$ cat src/rtl/core/acss_pkg.sv
package acss_pkg;

  localparam int NUM_CHANNELS = 4;
  localparam int CODE_DEPTH = 4;

  localparam logic [1:0] CH_LAST = 2'(NUM_CHANNELS - 1);

  localparam logic [15:0] POLL_RESET = 16'd1000;
  localparam logic [7:0] SETTLE_RESET = 8'd20;

  localparam logic [7:0] CFG_HI_BASE = 8'hC5;
  localparam logic [7:0] CFG_LO = 8'h83;

  localparam logic REG_POLL = 1'b0;
  localparam logic REG_SETTLE = 1'b1;

  typedef enum logic [2:0] {
    PH_DETECT = 3'd0,
    PH_START = 3'd1,
    PH_READ = 3'd2,
    PH_ERROR = 3'd3,
    PH_WAIT = 3'd4
  } phase_t;

  typedef enum logic [1:0] {
    BUS_NONE = 2'd0,
    BUS_DETECT = 2'd1,
    BUS_WRITE_CFG = 2'd2,
    BUS_PTR_READ = 2'd3
  } bus_action_t;

  typedef struct packed {
    logic [15:0] poll_interval;
    logic [7:0] settle_ticks;
  } cfg_t;

  typedef struct packed {
    logic [1:0] bus_action;
    logic [15:0] config_word;
    logic [1:0] active_channel;
    logic sample_stored;
    logic error_flag;
    logic ready_flag;
    logic [15:0] query_code;
  } result_t;

  function automatic logic [15:0] single_shot_word(input logic [1:0] ch);
    logic [7:0] hi;
    hi = CFG_HI_BASE | {2'b00, ch, 4'b0000};
    return {hi, CFG_LO};
  endfunction

endpackage

$ cat src/rtl/core/acss_cfg.sv
module acss_cfg (
  input  logic clk,
  input  logic rst,
  input  logic psel,
  input  logic penable,
  input  logic pwrite,
  input  logic [2:0] paddr,
  input  logic [31:0] pwdata,
  output logic [31:0] prdata,
  output logic pready,
  output acss_pkg::cfg_t cfg
);
  import acss_pkg::*;

  logic [15:0] poll_interval;
  logic [7:0] settle_ticks;
  logic wr;
  logic reg_sel;

  assign pready = 1'b1;
  assign reg_sel = paddr[2];
  assign wr = psel && penable && pwrite && pready;

  always_ff @(posedge clk) begin
    if (rst) begin
      poll_interval <= POLL_RESET;
      settle_ticks <= SETTLE_RESET;
    end else if (wr) begin
      unique case (reg_sel)
        REG_POLL: poll_interval <= pwdata[15:0];
        REG_SETTLE: settle_ticks <= pwdata[7:0];
      endcase
    end
  end

  always_comb begin
    unique case (reg_sel)
      REG_POLL: prdata = {16'd0, poll_interval};
      REG_SETTLE: prdata = {24'd0, settle_ticks};
    endcase
  end

  assign cfg.poll_interval = poll_interval;
  assign cfg.settle_ticks = settle_ticks;

endmodule

$ cat src/rtl/core/acss_step.sv
module acss_step (
  input  logic clk,
  input  logic rst,
  input  logic fire,
  input  acss_pkg::cfg_t cfg,
  input  logic [31:0] now_tick,
  input  logic first_ok,
  input  logic second_ok,
  input  logic [15:0] read_word,
  input  logic [1:0] query_channel,
  output acss_pkg::result_t result
);
  import acss_pkg::*;

  phase_t phase, phase_next;
  logic [1:0] scan_channel, scan_channel_next;
  logic [31:0] time_stamp, time_stamp_next;
  logic fault, fault_next;
  logic scan_done, scan_done_next;
  logic [15:0] channel_codes [CODE_DEPTH];
  logic [15:0] channel_codes_next [CODE_DEPTH];

  logic [31:0] age;
  logic settled;
  logic poll_over;
  bus_action_t action;
  logic [15:0] cfg_word;
  logic stored;

  assign age = now_tick - time_stamp;
  assign settled = age >= {24'd0, cfg.settle_ticks};
  assign poll_over = age >= {16'd0, cfg.poll_interval};

  always_comb begin
    phase_next = phase;
    scan_channel_next = scan_channel;
    time_stamp_next = time_stamp;
    fault_next = fault;
    scan_done_next = scan_done;
    channel_codes_next = channel_codes;
    action = BUS_NONE;
    cfg_word = 16'd0;
    stored = 1'b0;
    unique case (phase)
      PH_START: begin
        action = BUS_WRITE_CFG;
        cfg_word = single_shot_word(scan_channel);
        if (first_ok) begin
          time_stamp_next = now_tick;
          phase_next = PH_READ;
        end else begin
          phase_next = PH_ERROR;
        end
      end
      PH_READ: begin
        if (settled) begin
          action = BUS_PTR_READ;
          if (first_ok && second_ok) begin
            channel_codes_next[scan_channel] = read_word;
            stored = 1'b1;
            if (scan_channel != CH_LAST) begin
              scan_channel_next = scan_channel + 2'd1;
              phase_next = PH_START;
            end else begin
              scan_done_next = 1'b1;
              phase_next = PH_WAIT;
            end
          end else begin
            phase_next = PH_ERROR;
          end
        end
      end
      PH_ERROR: begin
        fault_next = 1'b1;
        scan_done_next = 1'b0;
        for (int i = 0; i < CODE_DEPTH; i++) begin
          channel_codes_next[i] = 16'd0;
        end
        time_stamp_next = now_tick;
        phase_next = PH_WAIT;
      end
      PH_WAIT: begin
        if (poll_over) begin
          phase_next = PH_DETECT;
        end
      end
      default: begin
        action = BUS_DETECT;
        if (first_ok) begin
          fault_next = 1'b0;
          scan_channel_next = 2'd0;
          phase_next = PH_START;
        end else begin
          phase_next = PH_ERROR;
        end
      end
    endcase
  end

  always_ff @(posedge clk) begin
    if (rst) begin
      phase <= PH_DETECT;
      scan_channel <= 2'd0;
      time_stamp <= 32'd0;
      fault <= 1'b0;
      scan_done <= 1'b0;
      for (int i = 0; i < CODE_DEPTH; i++) begin
        channel_codes[i] <= 16'd0;
      end
    end else if (fire) begin
      phase <= phase_next;
      scan_channel <= scan_channel_next;
      time_stamp <= time_stamp_next;
      fault <= fault_next;
      scan_done <= scan_done_next;
      channel_codes <= channel_codes_next;
    end
  end

  assign result.bus_action = action;
  assign result.config_word = cfg_word;
  assign result.active_channel = scan_channel;
  assign result.sample_stored = stored;
  assign result.error_flag = fault_next;
  assign result.ready_flag = scan_done_next;
  assign result.query_code = channel_codes_next[query_channel];

endmodule

$ cat src/rtl/core/adc_channel_scan_sequencer.sv
// Flow: a step accepted into the input register is worked out and registered
//   in the result register once the output is free; result_valid then rises.
// Throughput: one step per cycle; the input register feeds the result
//   register directly, so steps flow back to back unless result_ready stalls.
// Reset: synchronous rst returns to detect with codes, flags, stamp and
//   channel cleared, and poll_interval 1000, settle_ticks 20.
module adc_channel_scan_sequencer (
  input  logic clk,
  input  logic rst,
  input  logic psel,
  input  logic penable,
  input  logic pwrite,
  input  logic [2:0] paddr,
  input  logic [31:0] pwdata,
  output logic [31:0] prdata,
  output logic pready,
  input  logic item_valid,
  output logic item_ready,
  input  logic [31:0] now_tick,
  input  logic first_ok,
  input  logic second_ok,
  input  logic [15:0] read_word,
  input  logic [1:0] query_channel,
  output logic result_valid,
  input  logic result_ready,
  output logic [1:0] bus_action,
  output logic [15:0] config_word,
  output logic [1:0] active_channel,
  output logic sample_stored,
  output logic error_flag,
  output logic ready_flag,
  output logic [15:0] query_code
);
  import acss_pkg::*;

  cfg_t cfg;
  result_t step_result;
  result_t res;

  logic held;
  logic [31:0] now_q;
  logic first_ok_q;
  logic second_ok_q;
  logic [15:0] read_word_q;
  logic [1:0] query_q;
  logic advance;

  acss_cfg u_cfg (
    .clk(clk),
    .rst(rst),
    .psel(psel),
    .penable(penable),
    .pwrite(pwrite),
    .paddr(paddr),
    .pwdata(pwdata),
    .prdata(prdata),
    .pready(pready),
    .cfg(cfg)
  );

  acss_step u_step (
    .clk(clk),
    .rst(rst),
    .fire(advance),
    .cfg(cfg),
    .now_tick(now_q),
    .first_ok(first_ok_q),
    .second_ok(second_ok_q),
    .read_word(read_word_q),
    .query_channel(query_q),
    .result(step_result)
  );

  assign advance = held && (!result_valid || result_ready);
  assign item_ready = !held || advance;

  always_ff @(posedge clk) begin
    if (rst) begin
      held <= 1'b0;
    end else if (item_ready) begin
      held <= item_valid;
    end
  end

  always_ff @(posedge clk) begin
    if (item_valid && item_ready) begin
      now_q <= now_tick;
      first_ok_q <= first_ok;
      second_ok_q <= second_ok;
      read_word_q <= read_word;
      query_q <= query_channel;
    end
  end

  always_ff @(posedge clk) begin
    if (rst) begin
      result_valid <= 1'b0;
    end else if (advance) begin
      result_valid <= 1'b1;
    end else if (result_ready) begin
      result_valid <= 1'b0;
    end
  end

  always_ff @(posedge clk) begin
    if (advance) begin
      res <= step_result;
    end
  end

  assign bus_action = res.bus_action;
  assign config_word = res.config_word;
  assign active_channel = res.active_channel;
  assign sample_stored = res.sample_stored;
  assign error_flag = res.error_flag;
  assign ready_flag = res.ready_flag;
  assign query_code = res.query_code;

  a_hold_when_blocked: assert property (@(posedge clk) disable iff (rst)
    held && !advance |=> held)
    else $error("pending step dropped while output blocked");

  a_store_needs_read: assert property (@(posedge clk) disable iff (rst)
    result_valid && sample_stored |-> bus_action == BUS_PTR_READ)
    else $error("code stored without a conversion read");

  a_cfg_word_only_on_write: assert property (@(posedge clk) disable iff (rst)
    result_valid && bus_action != BUS_WRITE_CFG |-> config_word == 16'd0)
    else $error("config word driven outside a config write");

  a_flags_exclusive: assert property (@(posedge clk) disable iff (rst)
    result_valid |-> !(error_flag && ready_flag))
    else $error("error and ready flags both set");

  a_result_after_advance: assert property (@(posedge clk) disable iff (rst)
    advance |=> result_valid)
    else $error("processed step produced no result");

endmodule

$ cat config.mk
export PLATFORM = sky130hd
export DESIGN_NAME = adc_channel_scan_sequencer
export DESIGN_NICKNAME = d
export VERILOG_FILES = /design/src/rtl/core/acss_pkg.sv /design/src/rtl/core/acss_cfg.sv /design/src/rtl/core/acss_step.sv /design/src/rtl/core/adc_channel_scan_sequencer.sv
export SDC_FILE = /design/constraint.sdc
export NUM_CORES = 1
export LEC_CHECK = 0
export ABC_AREA = 0
export BUFFER_PORTS_ARGS = -buffer_cell sky130_fd_sc_hd__buf_2
export CORE_ASPECT_RATIO = 1.5
export CORE_UTILIZATION = 59
export DETAILED_ROUTE_END_ITERATION = 16
export GPL_TIMING_DRIVEN = 1
export PLACE_DENSITY = 0.83
export SLEW_MARGIN = 20
export SYNTH_ARGS = -nofsm -noshare
export SYNTH_HDL_FRONTEND = slang
export SYNTH_HIERARCHICAL = 1
export SYNTH_SLANG_ARGS = --single-unit
$ cat constraint.sdc
create_clock -name clk -period 5.55 [get_ports clk]
set_clock_uncertainty 0.15 [all_clocks]
set_input_delay 1.11 -clock clk [delete_from_list [all_inputs] [get_ports clk]]
set_output_delay 1.11 -clock clk [all_outputs]
set_load 0.05 [all_outputs]
After elaboration in Yosys (flattened, before gate mapping)
Cells that the tools add are included.
- flip-flop bits (word level): 220
- logic and storage cells: 105
- input bits: 94
- $lt $le $gt $ge: 5
- mux-type cells: 36
- $add $sub $neg: 2
- reductions and logical operators: 22
- bitwise gates (word level): 4
- eq/ne operators: 10
- operators with widths (cell ; number):
    $mux W64 ; 2
    $pmux W32 S2 ; 2
    $pmux W64 S2 ; 1
    $bwmux W64 ; 1
    $mux W16 ; 4
    $bmux W16 S2 ; 1
    $demux W16 S2 ; 1
    $ge A32 B16 Y1 ; 1
    $ge A32 B8 Y1 ; 1
    $mux W32 ; 1
    $sub A32 B32 Y32 ; 1
    $mux W2 ; 6
    $mux W3 ; 4
    $pmux W3 S4 ; 1
    $mux W1 ; 8
    $ne A2 B1 Y1 const B ; 4
    $eq A3 B2 Y1 const B ; 2
    $ge A3 B3 Y1 const B ; 2
    $logic_and A1 B1 Y1 ; 6
    $not A2 Y3 ; 2
    $pmux W2 S3 ; 1
    $reduce_and A2 Y1 ; 3
    $reduce_and A3 Y1 ; 2
    $reduce_and A6 Y1 ; 1
    13 further kinds ; 21

Longest topological paths before layout
- word-level depth: 12
- mapped depth: 21
- gate-level depth less buffers: 18

By module
Netlist, hierarchy kept.
- modules (own cells, without submodules) (module ; cells an instance ; area each (sq um) ; sequential area each (sq um) ; instances):
    acss_step ; 1353 ; 9399.0 ; 2062.0 ; 1
    adc_channel_scan_sequencer ; 101 ; 2836.5 ; 2772.7 ; 1
    acss_cfg ; 142 ; 1341.3 ; 480.5 ; 1

Least setup slack after synthesis
Ideal clock, no wire load.
- path type: register -> register
- from: register now_q[0]
- to: register res (netlist bit query_code[3]) (data pin)
- data required time: 5.128 ns
- slack: 1.035 ns
- setup time: 0.272 ns
- arrival time: 4.093 ns
- stages on the path, launching flop included: 22
- buffers on the path: 3
- clock period less this slack: 4.515 ns
- cell sequence: edfxtp_1 inv_1 ha_1 fa_1 nand2b_1 nand2b_1 a21oi_1 xnor2_1 ha_1 and3_1 a21oi_1 o21ai_0 o31a_1 or4b_1 and4bb_1 and4_1 buf_6 buf_6 buf_6 nor3_1 a2111oi_2 o32ai_1
- RTL lines (item ; RTL line ; RTL):
    start: declaration ; adc_channel_scan_sequencer.sv:41 ; logic [31:0] now_q;
    start signal: assignment ; adc_channel_scan_sequencer.sv:87 ; now_q <= now_tick;
    end signal: assignment ; adc_channel_scan_sequencer.sv:107 ; res <= step_result;
    end: declaration ; adc_channel_scan_sequencer.sv:38 ; result_t res;

==> flow_summary.toml <==
[status]
status = "completed"

[synth]
synthArstFlopShare = 0
synth_area_leader_cell = "edfxtp_1"
ys_warn_count = 6
synth_ff_type = "dfxtp_1"
ys_types = 87
synth_top_area_frac = 0.201
netlist_instances = 1596
synth_seq_cells = 220
syn_area_um2 = 13600
synth_seq_area_share = 0.391
syn_area_per_cell_um2 = 8.51
synth_edf_count = 91
synth_area_leaders = "edfxtp_1 20%, dfxtp_1 19%, a21oi_1 6.2%"

[cts]
post-cts-setup-buffers = 0
clkSinkCount = 220
htree_levels = 1
cts_root_buffer = "clkbuf_16"
cts_resized = 0
numCtsBuffers = 23
postCtsHoldBufs = 0
clk_pin_slew_ns = 0.07
cts_buffer_depth = 3
insertion_delay_ns = 0.51
cts_tree = "built"

[worst_setup_path]
crit_path_top_delay_cell = "or4b_1"
r2r_slack_ns = 0.36
critPathTopFamily = "simple AND/OR/NAND/NOR gates"
max_stage_delay_ns = 0.55
crit_fanout = 9
end_kind = "register"
cp_data_required_time_ns = 5.70
regToRegEndpoint = "query_code[3]"
r2r_start = "now_q[0]"
path_cells = "inv_1, ha_1, fa_1, nand2b_1, nand2b_1, a21oi_1, xnor2_1, ha_1, and3_1, a21oi_1, o21ai_0, o31a_1, or4b_1, and4bb_1, nand4_1, nand2_1, buf_4, a311oi_1, o32ai_1"
rr_worst_depth = 19
critical_path_class = "register to register"
start_kind = "register"
arrival_ns = 5.34
crit_buf_inv = 2

[hold_path]
hold_path.class = "register to register"
min_path_cells = 2
min_from = "u_step/time_stamp[13]"
whs_endpoint = "u_step/time_stamp[13]"

[timing]
slew_violations = 0
hold_violations = 0
max_slew_margin = 0.219
worstMarginPinSlew_ns = 1.17
period_needed_ns = 5.19
tns_ns = 0
fmax_mhz = 193
setup_viol = 0
rsz0062_at_grt = "no"
fin_crit_sh = 0.936

[drt]
wl_per_cell_um = 19.2
ant_nets = 0
routed_via_density = 6.38
drc = 0
first_pass_iters = 6
wl_um = 37400
vias = 12400
drt_iter0_drc = 1102

[job]
drv_cap = 0

[floorplan]
die_h_um = 188
die_w_um = 126
core.rowCount = 67
coreArea_um2 = 22500
die-area_um2 = 23600
start_util = 0.604
ios = 168

[power]
p_total_w = 0.00393
ir_drop_uv = 254
power.density_nw_per_um2 = 263
power.static_leakage_nw = 5.51

[layout]
ff_latch_area_um2 = 5320
multi_input_area_um2 = 7200
final_nets = 1812
syn2layout_area_growth_pct = 10.1
nFillCells = 1876
final_cells = 1951
final_cell_area_um2 = 14900
final_common_cell = "nand2_1"
final_layout_size_suffix_gt1_frac = 0.153
mostFrequentLayoutCells = "205 x nand2_1, 169 x a21oi_1, 131 x buf_2"

[global_route]
grt.total_usage = 0.310
grt_pass1_wl_um = 59000
grt_pass1_vias = 12100
grt_max_degree = 93
overflow = 0
antenna_found_initial = 1

[place]
portBuffers = 132
dp_hpwl_um = 25400
dp.cells = 1909
postPlaceCellArea_um2 = 14200
gp_congestion = 0.904
==> worst max-delay path by stage <==
stage | startpoint | to | slack, ns | depth (start not counted)
floorplan | now_q[0] | query_code[3] | 1.03 | 21
global placement | now_q[0] | query_code[7] | 0.37 | 18
detailed placement | now_q[0] | query_code[8] | 0.29 | 19
CTS | now_q[0] | query_code[8] | 0.26 | 19
global route | now_q[0] | query_code[0] | 0.09 | 19
finish | now_q[0] | query_code[3] | 0.36 | 19
==> Yosys cell counts (14+ instances only) <==
cell	instances
a21o_1	27
a21oi_1	169
a221oi_1	14
a22o_1	15
a311oi_1	17
and2_1	15
buf_2	28
buf_4	37
clkbuf_1	80
dfxtp_1	129
edfxtp_1	91
ha_1	59
inv_1	90
mux2i_1	27
nand2_1	205
nand2b_1	40
nand3_1	32
nand4_1	44
nor2_1	65
nor3_1	58
o211a_1	16
o21a_1	18
o21ai_0	113
==> cells by family (layout without fill, tap and decap cells) <==
kind of cell             Yosys count  in the layout  share of synthesized area
AND/OR/NAND/NOR                  522            522                      0.189
AO/OA/AOI/OAI                    487            487                      0.237
buffers and inverters            248            305                     0.0853
flip-flops                       220            220                      0.391
adder cells (fa/ha/maj)           61             61                     0.0566
multiplexers                      35             35                     0.0265
XOR/XNOR                          20             20                     0.0129
other                              3             25                   0.000829
==> flip-flops by register name (all words and copies together), names as in the netlist, 2 cells and up <==
| name | flops |
|---|---|
| query_code | 16 |
| u_cfg/poll_interval | 16 |
| u_cfg/settle_ticks | 8 |
| read_word_q | 16 |
| query_q | 2 |
| u_step/scan_channel | 2 |
| active_channel | 2 |
| now_q | 32 |
| config_word | 16 |
| u_step/channel_codes | 64 |
| bus_action | 2 |
| u_step/phase | 3 |
| u_step/time_stamp | 32 |
==> routing by layer <==
| metal | vias up | GRT usage | share of wire |
|---|---|---|---|
| met4 | 0 | 0.209 | 0.059 |
| met5 | - | 0 | 0 |
| li1 | 5836 | - | - |
| met2 | 613 | 0.570 | 0.52 |
| met3 | 170 | 0.0374 | 0.060 |
| met1 | 5819 | 0.328 | 0.36 |
==> power breakdown <==
part / internal, W / switching, W / leakage [nW]
clock network: 0.000932 / 0.000625 / 0.369
logic: 0.000188 / 0.000410 / 3.22
registers: 0.00174 / 0.0000394 / 1.92
==> through the flow <==
stage	util	worst slack, ns	hold WS, ns
6_report	0.665	0.358	0.305
5_1_grt	0.665	0.0924	0.320
4_1_cts	0.665	0.264	0.306
3_5_place_dp	0.631	0.293	0.298
3_3_place_gp	0.631	0.372	0.290
2_1_floorplan	-	1.03	0.282
==> area by class of cell <==
type                       count  share of cell area
antenna                        1            0.000167
clock buffer                  33              0.0424
sequential                   220               0.356
timing repair buffer         173              0.0658
inverter                      91              0.0229
tap                          276              0.0231
multi-input combinational   1149               0.482
clock inverter                 8             0.00796
==> tightest hold or removal path, cell delays in order (launching register included) <==
cell and delay (ns):
dfxtp_1 0.31, nand2_1 0.05, a21oi_1 0.05
Note: power is estimated with default switching activity, not from simulation.
